**config.mk**
```make
export PLATFORM = sky130hd
export DESIGN_NAME = websocket_frame_deframer
export DESIGN_NICKNAME = d
export VERILOG_FILES = /design/src/rtl/core/wsd_pkg.sv /design/src/rtl/core/wsd_input_stage.sv /design/src/rtl/core/wsd_parser.sv /design/src/rtl/core/wsd_output_stage.sv /design/src/rtl/core/websocket_frame_deframer.sv
export SDC_FILE = /design/constraint.sdc
export NUM_CORES = 1
export LEC_CHECK = 0
export BUFFER_PORTS_ARGS = -buffer_cell sky130_fd_sc_hd__buf_2
export CAP_MARGIN = 20
export CORE_UTILIZATION = 36
export DETAILED_ROUTE_END_ITERATION = 6
export GPL_ROUTABILITY_DRIVEN = 0
export PLACE_DENSITY_LB_ADDON = 0.25
export SYNTH_ARGS = -nofsm -noshare
export SYNTH_HDL_FRONTEND = slang
export SYNTH_SLANG_ARGS = --single-unit
```
**constraint.sdc**
```tcl
create_clock -name clk -period 14.4 [get_ports clk]
set_clock_uncertainty 0.05 [all_clocks]
set_input_delay 3.6 -clock clk [delete_from_list [all_inputs] [get_ports clk]]
set_output_delay 3.6 -clock clk [all_outputs]
set_load 0.02 [all_outputs]
```
**src/rtl/core/wsd_pkg.sv**
```systemverilog
// ----------------------------------------------------------------------------
// wsd_pkg
// shared types and constants of the websocket frame deframer
// ----------------------------------------------------------------------------
package wsd_pkg;

    localparam int BYTE_W   = 8;
    localparam int LENGTH_W = 64;

    localparam logic [0:0] KIND_HEADER  = 1'b0;
    localparam logic [0:0] KIND_PAYLOAD = 1'b1;

    typedef struct packed {
        logic [0:0]          event_kind;
        logic                fin_flag;
        logic [2:0]          reserved_bits;
        logic [3:0]          frame_opcode;
        logic                masked_flag;
        logic [LENGTH_W-1:0] payload_length;
        logic [BYTE_W-1:0]   payload_byte;
        logic                frame_end;
    } wsd_event_t;

endpackage

```
**src/rtl/core/wsd_input_stage.sv**
```systemverilog
// ----------------------------------------------------------------------------
// wsd_input_stage
// input register for the raw byte stream, frees up as the parser consumes
// ----------------------------------------------------------------------------
module wsd_input_stage (
    input  logic                      clk,
    input  logic                      rst_n,
    input  logic                      in_valid,
    output logic                      in_stall,
    input  logic [wsd_pkg::BYTE_W-1:0] data_byte,
    input  logic                      step,
    output logic                      held_valid,
    output logic [wsd_pkg::BYTE_W-1:0] held_byte
);
    import wsd_pkg::*;

    logic              valid_reg;
    logic              valid_next;
    logic [BYTE_W-1:0] byte_reg;
    logic              accept;

    assign in_stall = valid_reg && !step;
    assign accept   = in_valid && !in_stall;

    always_comb
    begin
        valid_next = valid_reg;
        if (accept)
        begin
            valid_next = 1'b1;
        end
        else if (step)
        begin
            valid_next = 1'b0;
        end
    end

    always_ff @(posedge clk or negedge rst_n)
    begin
        if (!rst_n)
        begin
            valid_reg <= 1'b0;
        end
        else
        begin
            valid_reg <= valid_next;
        end
    end

    always_ff @(posedge clk)
    begin
        if (accept)
        begin
            byte_reg <= data_byte;
        end
    end

    assign held_valid = valid_reg;
    assign held_byte  = byte_reg;

endmodule

```
**src/rtl/core/wsd_parser.sv**
```systemverilog
// ----------------------------------------------------------------------------
// wsd_parser
// frame header decode, length and key capture, payload unmasking
// ----------------------------------------------------------------------------
module wsd_parser (
    input  logic                       clk,
    input  logic                       rst_n,
    input  logic                       step,
    input  logic [wsd_pkg::BYTE_W-1:0] held_byte,
    output logic                       emit,
    output wsd_pkg::wsd_event_t        event_out
);
    import wsd_pkg::*;

    typedef enum logic [1:0] {
        MODE_LEN7  = 2'd0,
        MODE_LEN16 = 2'd1,
        MODE_LEN64 = 2'd2
    } len_mode_t;

    localparam logic [6:0] CODE_LEN16 = 7'd126;
    localparam logic [6:0] CODE_LEN64 = 7'd127;
    localparam logic [3:0] END_LEN7   = 4'd1;
    localparam logic [3:0] END_LEN16  = 4'd3;
    localparam logic [3:0] END_LEN64  = 4'd9;
    localparam logic [3:0] KEY_BYTES  = 4'd4;
    localparam logic [3:0] IDX_FIRST  = 4'd0;
    localparam logic [3:0] IDX_LEN    = 4'd1;
    localparam logic [3:0] IDX_EXT    = 4'd2;

    logic                in_body_reg,  in_body_next;
    logic [3:0]          idx_reg,      idx_next;
    len_mode_t           mode_reg,     mode_next;
    logic [8:0]          hdr_reg,      hdr_next;
    logic [LENGTH_W-1:0] length_reg,   length_next;
    logic [BYTE_W-1:0]   key_reg  [4];
    logic [BYTE_W-1:0]   key_next [4];
    logic [1:0]          kpos_reg,     kpos_next;
    logic [LENGTH_W-1:0] remain_reg,   remain_next;

    logic                masked;
    logic [3:0]          len_end;
    logic [3:0]          last_idx;
    logic [3:0]          key_idx;
    logic [LENGTH_W-1:0] length_base;
    logic [BYTE_W-1:0]   pbyte;
    logic                frame_end;
    logic [0:0]          kind;

    always_comb
    begin
        in_body_next = in_body_reg;
        idx_next     = idx_reg;
        mode_next    = mode_reg;
        hdr_next     = hdr_reg;
        length_next  = length_reg;
        kpos_next    = kpos_reg;
        remain_next  = remain_reg;
        for (int i = 0; i < 4; i++)
        begin
            key_next[i] = key_reg[i];
        end
        emit        = 1'b0;
        kind        = KIND_HEADER;
        pbyte       = '0;
        frame_end   = 1'b0;
        masked      = hdr_reg[8];
        len_end     = END_LEN7;
        last_idx    = END_LEN7;
        key_idx     = '0;
        length_base = length_reg;

        if (in_body_reg)
        begin
            emit        = 1'b1;
            kind        = KIND_PAYLOAD;
            pbyte       = hdr_reg[8] ? (held_byte ^ key_reg[kpos_reg]) : held_byte;
            kpos_next   = kpos_reg + 2'd1;
            remain_next = remain_reg - LENGTH_W'(1);
            if (remain_reg == LENGTH_W'(1))
            begin
                frame_end    = 1'b1;
                in_body_next = 1'b0;
                idx_next     = IDX_FIRST;
            end
        end
        else if (idx_reg == IDX_FIRST)
        begin
            hdr_next    = {1'b0, held_byte[7], held_byte[6:4], held_byte[3:0]};
            mode_next   = MODE_LEN7;
            length_next = '0;
            idx_next    = IDX_LEN;
            for (int i = 0; i < 4; i++)
            begin
                key_next[i] = '0;
            end
        end
        else
        begin
            if (idx_reg == IDX_LEN)
            begin
                masked       = held_byte[7];
                hdr_next     = {held_byte[7], hdr_reg[7:0]};
                if (held_byte[6:0] == CODE_LEN64)
                begin
                    mode_next   = MODE_LEN64;
                    length_base = '0;
                end
                else if (held_byte[6:0] == CODE_LEN16)
                begin
                    mode_next   = MODE_LEN16;
                    length_base = '0;
                end
                else
                begin
                    mode_next   = MODE_LEN7;
                    length_base = LENGTH_W'(held_byte[6:0]);
                end
            end

            unique case (mode_next)
                MODE_LEN16: len_end = END_LEN16;
                MODE_LEN64: len_end = END_LEN64;
                default:    len_end = END_LEN7;
            endcase

            length_next = length_base;
            key_idx     = idx_reg - len_end - 4'd1;
            if (idx_reg >= IDX_EXT && idx_reg <= len_end)
            begin
                length_next = {length_base[LENGTH_W-BYTE_W-1:0], held_byte};
            end
            else if (idx_reg > len_end && masked && idx_reg <= len_end + KEY_BYTES)
            begin
                key_next[key_idx[1:0]] = held_byte;
            end

            last_idx = masked ? len_end + KEY_BYTES : len_end;
            if (idx_reg >= last_idx)
            begin
                emit     = 1'b1;
                idx_next = IDX_FIRST;
                if (length_next != '0)
                begin
                    in_body_next = 1'b1;
                    kpos_next    = '0;
                    remain_next  = length_next;
                end
                else
                begin
                    frame_end = 1'b1;
                end
            end
            else
            begin
                idx_next = idx_reg + 4'd1;
            end
        end
    end

    always_comb
    begin
        event_out.event_kind     = kind;
        event_out.fin_flag       = hdr_next[7];
        event_out.reserved_bits  = hdr_next[6:4];
        event_out.frame_opcode   = hdr_next[3:0];
        event_out.masked_flag    = hdr_next[8];
        event_out.payload_length = length_next;
        event_out.payload_byte   = pbyte;
        event_out.frame_end      = frame_end;
    end

    always_ff @(posedge clk or negedge rst_n)
    begin
        if (!rst_n)
        begin
            in_body_reg <= 1'b0;
            idx_reg     <= IDX_FIRST;
            mode_reg    <= MODE_LEN7;
            hdr_reg     <= '0;
            length_reg  <= '0;
            kpos_reg    <= '0;
            remain_reg  <= '0;
            for (int i = 0; i < 4; i++)
            begin
                key_reg[i] <= '0;
            end
        end
        else if (step)
        begin
            in_body_reg <= in_body_next;
            idx_reg     <= idx_next;
            mode_reg    <= mode_next;
            hdr_reg     <= hdr_next;
            length_reg  <= length_next;
            kpos_reg    <= kpos_next;
            remain_reg  <= remain_next;
            for (int i = 0; i < 4; i++)
            begin
                key_reg[i] <= key_next[i];
            end
        end
    end

endmodule

```
**src/rtl/core/wsd_output_stage.sv**
```systemverilog
// ----------------------------------------------------------------------------
// wsd_output_stage
// result register holding one event beat until it is taken
// ----------------------------------------------------------------------------
module wsd_output_stage (
    input  logic                clk,
    input  logic                rst_n,
    input  logic                load,
    input  wsd_pkg::wsd_event_t event_in,
    input  logic                out_stall,
    output logic                out_valid,
    output wsd_pkg::wsd_event_t event_held
);
    import wsd_pkg::*;

    logic       valid_reg;
    logic       valid_next;
    wsd_event_t event_reg;

    always_comb
    begin
        valid_next = valid_reg;
        if (load)
        begin
            valid_next = 1'b1;
        end
        else if (!out_stall)
        begin
            valid_next = 1'b0;
        end
    end

    always_ff @(posedge clk or negedge rst_n)
    begin
        if (!rst_n)
        begin
            valid_reg <= 1'b0;
        end
        else
        begin
            valid_reg <= valid_next;
        end
    end

    always_ff @(posedge clk)
    begin
        if (load)
        begin
            event_reg <= event_in;
        end
    end

    assign out_valid  = valid_reg;
    assign event_held = event_reg;

endmodule

```
**src/rtl/core/websocket_frame_deframer.sv**
```systemverilog
// ----------------------------------------------------------------------------
// websocket_frame_deframer
// parses a websocket frame byte stream into header and unmasked payload beats
//
//   channel  direction  handshake             payload
//   in       sink       in_valid / in_stall   data_byte
//   out      source     out_valid / out_stall event_kind .. frame_end
//
// one input byte per cycle while in_stall is low; from input beat to result beat:
// input register, then header decode or key xor into the result register
// header bytes before the last one give no result beat
// reset clears all parser state, no clearing pass
// in_stall rises only while a byte is held and the result register is
// full, stalled and the held byte would give a result
// ----------------------------------------------------------------------------
module websocket_frame_deframer (
    input  logic                         clk,
    input  logic                         rst_n,
    input  logic                         in_valid,
    output logic                         in_stall,
    input  logic [wsd_pkg::BYTE_W-1:0]   data_byte,
    output logic                         out_valid,
    input  logic                         out_stall,
    output logic                         event_kind,
    output logic                         fin_flag,
    output logic [2:0]                   reserved_bits,
    output logic [3:0]                   frame_opcode,
    output logic                         masked_flag,
    output logic [wsd_pkg::LENGTH_W-1:0] payload_length,
    output logic [wsd_pkg::BYTE_W-1:0]   payload_byte,
    output logic                         frame_end
);
    import wsd_pkg::*;

    logic              held_valid;
    logic [BYTE_W-1:0] held_byte;
    logic              step;
    logic              emit;
    wsd_event_t        event_new;
    wsd_event_t        event_held;

    assign step = held_valid && (!emit || !out_valid || !out_stall);

    wsd_input_stage u_input (
        .clk        (clk),
        .rst_n      (rst_n),
        .in_valid   (in_valid),
        .in_stall   (in_stall),
        .data_byte  (data_byte),
        .step       (step),
        .held_valid (held_valid),
        .held_byte  (held_byte)
    );

    wsd_parser u_parser (
        .clk       (clk),
        .rst_n     (rst_n),
        .step      (step),
        .held_byte (held_byte),
        .emit      (emit),
        .event_out (event_new)
    );

    wsd_output_stage u_output (
        .clk        (clk),
        .rst_n      (rst_n),
        .load       (step && emit),
        .event_in   (event_new),
        .out_stall  (out_stall),
        .out_valid  (out_valid),
        .event_held (event_held)
    );

    assign event_kind     = event_held.event_kind;
    assign fin_flag       = event_held.fin_flag;
    assign reserved_bits  = event_held.reserved_bits;
    assign frame_opcode   = event_held.frame_opcode;
    assign masked_flag    = event_held.masked_flag;
    assign payload_length = event_held.payload_length;
    assign payload_byte   = event_held.payload_byte;
    assign frame_end      = event_held.frame_end;

    a_stall_needs_blocked_out: assert property (
        @(posedge clk) disable iff (!rst_n)
        in_stall |-> (out_valid && out_stall)
    ) else $error("input stalled while result register can drain");

    a_header_end_on_empty: assert property (
        @(posedge clk) disable iff (!rst_n)
        (out_valid && (event_kind == KIND_HEADER))
            |-> (frame_end == (payload_length == '0)) && (payload_byte == '0)
    ) else $error("header beat end flag does not match length");

    a_payload_needs_length: assert property (
        @(posedge clk) disable iff (!rst_n)
        (out_valid && (event_kind == KIND_PAYLOAD)) |-> (payload_length != '0)
    ) else $error("payload beat in an empty frame");

endmodule

```
==> out/results.tsv, run 1 <==
metric	value	unit
outcome	complete, no violations	
pwr-share-comb	37.6	%
synth-edff-count	91	
first_pass_iters	6	
drt_iter0_drc	1060	
intPower	1.93	mW
ctsHoldBuffers	0	
start_util	36.5	%
final.min_clock_period	7950	ps
clk_latency	570	ps
wl_per_cell	22.4	um
die-area	40000	um2
port-buffer-count	96	
pwr-share-seq	37.4	%
final.period_utilization	55.2	%
critPathLaunchType	primary input	
yosysTopAreaCellShare	31.9	%
multiInputGateArea	6450	um2
drt-total-wl	43200	um
setup_violations	0	
synth_flop_cell	dfrtp_1	
critPathKind	in -> out	
fmax	126	MHz
ys_seq_area_share	51.3	%
timing.setup.tns	0	ps
required	10750	ps
synthArstFlopShare	66.4	%
cts_buffer_depth	3	
wl_met3	2490	um
cts_setup_buffers	0	
die_h	200	um
clock_sinks	271	
routed-wl-met2	20300	um
maxSlewHeadroom	20.1	%
synthCells	1328	
via_per_inst	5.91	
min_path_type	reg -> reg	
grt_pass1_vias	10800	
route.detailed.drc	0	
synth_largest_area_cell	dfrtp_1	
hold_viol_final	0	
num_antenna_cells	0	
peakVddDrop	157	uV
synthToLayoutAreaGrowth	14.1	%
crit_path_frequent_cell	buf_2	
wl_met1	18900	um
synth.distinct_cells	83	
slowest_delay	310	ps
fillers	3722	
crit_chain	buf_2 -> nand2_1 -> nor3b_1 -> buf_2	
worst-path-buf-inv	2	
ant_nets	0	
p_per_area	203	nW/um2
largest_reg_flops	83	
cts_resized	0	
critPathSlowestCell	nor3b_1	
crit_fanout	4	
drive_above_1_share	20.0	%
ctsHtreeMaxLevel	1	
final_max_slew_viol_count	0	
vias	11400	
synth_area	14100	um2
grt_max_degree	88	
nNetsFinal	1407	
die_w	200	um
avgSynthCellArea	10.6	um2
p_sw_share	41.0	%
ys_ff_latch	271	
cts.clk_slew.worst_paths	60	ps
grt_overflow	0	
std_cell_rows	72	
cap_violations	0	
ios	97	
syn_nets	1349	
antenna_found_initial	0	
placed_area	15000	um2
ys_warn_count	0	
synth_area_leaders	dfrtp_1 32%, edfxtp_1 19%, a22o_1 6.0%, mux2_2 5.8%, nand2_1 5.3%	
cts_buffers	31	
ff_latch_area	7240	um2
critPathTopFamily	simple AND/OR/NAND/NOR gates	
crit_path_end_kind	output pin	
worst_ep_arrival_time	4300	ps
track_usage	22.0	%
place_hpwl	28200	um
power_frac_clock	25.0	%
final_cell_area	16100	um2
cts_tree	done	
cts_root_buf	clkbuf_16	
leakage	6.38	nW
worst_pin_slew	1200	ps
grt_pass1_wl	66900	um
core_area	38600	um2
top_layer	met4	
switching_power	1.34	mW
rsz0062_at_grt	false	
[placed cells by master, fill, tap and decap left out, types with 28 or more instances in the layout]
cell         n
a21oi_1     70
a221o_1     29
a22o_1      97
buf_2       95
clkbuf_16   31
dfrtp_1    179
edfxtp_1    91
mux2_2      73
nand2_1    197
nor2_1      73
nor3_1      45
nor4_1      28
o21ai_0     52
[synthesized netlist by cell type (5+ instances only)]
cell type  instances
mux2_2            73
nor2b_1            5
ha_1               9
o21ai_0           53
buf_1             13
clkbuf_1          58
mux2i_1           25
a22o_1            97
buf_2              7
nor3_1            47
o221ai_1           8
xor2_1             6
a21o_1            11
mux4_2             8
nor4_1            29
nand3_1           24
a21oi_1           71
a221o_1           29
buf_6              7
nand4_1           10
inv_1             24
o31ai_1           23
edfxtp_1          91
or3_1             15
dfrtp_1          180
nor2_1            74
nand2_1          198
or4_1             13
a22oi_1           13
[layout make-up]
cell class | instances | share of cell area [%]
sequential | 271 | 45.0
timing repair buffer | 113 | 3.83
tap | 518 | 4.03
clock inverter | 18 | 1.41
clock buffer | 39 | 5.13
inverter | 24 | 0.575
multi-input combinational | 945 | 40.0
[final timing paths]
kind                                                  start                                   to  slack (ps)  depth (start not counted)
setup / recovery                                  out_stall                             in_stall        6450                          4
hold / removal             u_parser.mode_reg[1]$_DFFE_PN0P_     u_parser.mode_reg[1]$_DFFE_PN0P_         450                          1
setup reg to reg            u_parser.idx_reg[0]$_DFFE_PN0P_  u_parser.remain_reg[46]$_DFFE_PN0P_        7870                         13
hold reg to reg            u_parser.mode_reg[1]$_DFFE_PN0P_     u_parser.mode_reg[1]$_DFFE_PN0P_         450                          1
max in group asynchronous                             rst_n     u_parser.key_reg[24]$_DFFE_PN0P_        9280                          3
min in group asynchronous                             rst_n  u_parser.remain_reg[50]$_DFFE_PN0P_        2900                          1
[power groups by stage]
stage	logic, mW	registers, mW	clock network (mW)
final	1.23	1.22	0.819
after global routing	1.33	1.25	0.866
after CTS	1.23	1.22	0.837
after detailed placement	1.22	1.23	0
after global placement	1.21	1.23	0
after floorplan	0.822	1.24	0
[cells by family after synthesis]
group,Yosys count,share of synthesized area [%]
buf+inv,112,3.49
simple gates,458,15.6
compound gates,364,19.4
fa+ha+maj,9,0.798
mux,106,8.88
xor+xnor,8,0.497
flops,271,51.3
[metrics by stage]
| stage | cells | total power, mW | util [%] | hold slack (ps) | setup WS [ps] |
|---|---|---|---|---|---|
| finish | 1928 | 3.28 | 41.7 | 450 | 6450 |
| global route | 1928 | 3.45 | 41.7 | 463 | 6140 |
| CTS | 1928 | 3.29 | 41.7 | 451 | 6440 |
| detailed placement | 1871 | 2.45 | 38.9 | 433 | 6450 |
| global placement | 1871 | 2.44 | 38.9 | 432 | 6490 |
| floorplan | 1328 | 2.06 | - | 411 | 6450 |
[routing by layer]
metal	up-vias	GRT usage, %
met2	390	35.1
met3	88	3.53
met1	5738	30.3
met5	-	0
met4	0	7.83
li1	5183	-
[worst reg2reg max path, stage by stage, from the launching register on]
cell,delay (ps)
dfrtp_1,590
ha_1,230
or3b_1,620
nor3_1,480
a32oi_1,120
ha_1,450
nand2_2,130
o32a_4,430
or2_4,510
a311oi_2,520
nand4bb_1,200
or3_1,780
o21ai_4,1010
a221oi_1,250
(Power assumes the default switching activity.)
==> run 2, diff against run 1 <==
==> constraint.sdc (replaced) <==
create_clock -name clk -period 7.7 [get_ports clk]
set_clock_uncertainty 0.05 [all_clocks]
set_input_delay 1.925 -clock clk [delete_from_list [all_inputs] [get_ports clk]]
set_output_delay 1.925 -clock clk [all_outputs]
set_load 0.02 [all_outputs]
==> run 2 against run 1 <==
  * The run now ends with design-rule violations left
  * Critical path depth up 7
  * Wire length up 0.35%
  * Total power up 84%
  * Register-to-register slack worse by 6400 ps
  * Sequential share of layout area up 0.070 points
  * Design area down 0.16%
  * Clock-buffer cell count unchanged
  * Sequential power up 88%
  * Via count down 0.45%
  * Utilization down 0.065 points
  * Global-route usage about the same
  * Setup slack worse by 5000 ps
  * Critical endpoint unchanged
==> out/results.tsv, run 2 (same netlist as run 1, synthesis figures left out) <==
metric	value	unit	change
drt-total-wl	43300	um	+0.35%
core_area	38600	um2	unchanged
grt_pass1_vias	10900		+1.1%
crit_path_frequent_cell	a21o_1		
via_per_inst	5.89		-0.34%
wl_per_cell	22.5	um	+0.46%
cts_root_buf	clkbuf_16		
worst_ep_arrival_time	4290	ps	about the same
place_hpwl	28900	um	+2.5%
holdWs	449	ps	-0.630 ps
peakVddDrop	237	uV	+51%
grt_overflow	0		unchanged
die_w	200	um	unchanged
ctsHtreeMaxLevel	1		unchanged
ios	97		unchanged
outcome	finished, violations left		
num_antenna_cells	0		unchanged
ant_nets	0		unchanged
critPathKind	reg -> out		
top_layer	met4		
drt_iter0_drc	955		-9.9%
route.detailed.drc	9		+9
min_path_type	reg -> reg		
setup_violations	0		unchanged
critPathSlowestCell	or3b_1		
largest_reg_flops	83		unchanged
required	5730	ps	-5020 ps
final_max_slew_viol_count	0		unchanged
wl_met3	2460	um	-1.4%
die-area	40000	um2	unchanged
clock_sinks	271		unchanged
slowest_delay	620	ps	+310 ps
clk_latency	580	ps	about the same
nNetsFinal	1405		-0.14%
grt_max_degree	122		+39%
fmax	160	MHz	
cts.clk_slew.worst_paths	70	ps	about the same
synthToLayoutAreaGrowth	13.9	%	
cts_buffer_depth	3		unchanged
p_per_area	376	nW/um2	+85%
final.period_utilization	81.4	%	
final_cell_mix	197 x nand2_1, 179 x dfrtp_1, 97 x a22o_1		
timing.setup.tns	0	ps	unchanged
crit_chain	ha_1 -> or3b_1 -> nor3_1 -> a32oi_1 -> ha_1 -> a21o_1 -> a21o_1 -> a21o_1 -> a21oi_1 -> nor3b_1 -> buf_2		
final.min_clock_period	6270	ps	
wl_met1	18600	um	-1.5%
track_usage	22.0	%	about the same
worst_pin_slew	1150	ps	-49.5 ps
leakage	6.38	nW	about the same
rsz0062_at_grt	false		
cap_violations	0		unchanged
grt_pass1_wl	66700	um	-0.28%
ctsHoldBuffers	0		unchanged
critPathLaunchType	flip-flop		
violations	design-rule violations		
die_h	200	um	unchanged
antenna_found_initial	1		+1
cts_buffers	30		-3.2%
crit_path_end_kind	output pin		
cts_tree	done		
maxSlewHeadroom	23.2	%	+3.1 points
hold_viol_final	0		unchanged
vias	11300		-0.45%
crit_fanout	14		+10
drive_above_1_share	20.2	%	+0.17 points
cts_setup_buffers	0		unchanged
cts_resized	0		unchanged
port-buffer-count	96		unchanged
std_cell_rows	72		unchanged
rrSetupSlack	1510	ps	-6360 ps
first_pass_iters	7		+1
final_common_cell	nand2_1		
start_util	36.5	%	unchanged
routed-wl-met2	20100	um	-1.3%
-- run 2: cell types whose count changed in the layout (fill, tap and decap cells not counted), sizes merged --
cell,change
buf,-1
bufinv,-3
clkinv,+2
clkinvlp,-2
inv,+2
-- run 2: layer usage --
layer / track usage [%] / vias to the layer above
met3: 2.87 / 101
li1: - / 5181
met2: 35.0 / 410
met1: 29.6 / 5656
met5: 0 / -
met4: 11.3 / 0
-- run 2: path summary, 6_finish.rpt --
kind                                                        from                                  end  cells after the start
worst max register to register   u_parser.idx_reg[0]$_DFFE_PN0P_  u_parser.remain_reg[37]$_DFFE_PN0P_                     13
worst max-delay path             u_parser.idx_reg[0]$_DFFE_PN0P_                             in_stall                     11
worst min-delay path            u_parser.key_reg[14]$_DFFE_PN0P_     u_parser.key_reg[14]$_DFFE_PN0P_                      1
max in group asynchronous                                  rst_n      u_parser.hdr_reg[0]$_DFFE_PN0N_                      2
worst min register to register  u_parser.key_reg[14]$_DFFE_PN0P_     u_parser.key_reg[14]$_DFFE_PN0P_                      1
min in group asynchronous                                  rst_n  u_parser.remain_reg[14]$_DFFE_PN0P_                      1
-- run 2: area by class of cell --
class	count	area, um2
clock buffer	39	866
clock inverter	17	158
fill	3729	22600
inverter	24	92.6
multi-input combinational	945	6450
sequential	271	7240
tap	518	648
timing repair buffer	112	622
-- run 2: stage by stage --
step	cells	setup WS [ps]	cell area [um2]	util, %	total power [mW]
finish	1926	1430	16100	41.6	6.04
global route	1926	1140	16100	41.6	6.35
CTS	1926	1450	16100	41.6	6.06
detailed placement	1870	1660	15000	38.9	4.56
global placement	1870	1800	15000	38.9	4.53
floorplan	1328	1540	14100	-	3.85
-- run 2: critical path: cells and delay by family, from the launching register on --
kind | cells | cell delay [ps]
and+or+nand+nor | 3 | 1470
AOI/OAI and AO/OA | 5 | 740
adders and majority gates | 2 | 690
DFF | 1 | 580
buffers and inverters | 1 | 230
-- run 2: power by group --
| part | internal (mW) | switching (mW) |
|---|---|---|
| logic | 0.788 | 1.48 |
| clock network | 0.862 | 0.616 |
| registers | 1.90 | 0.391 |
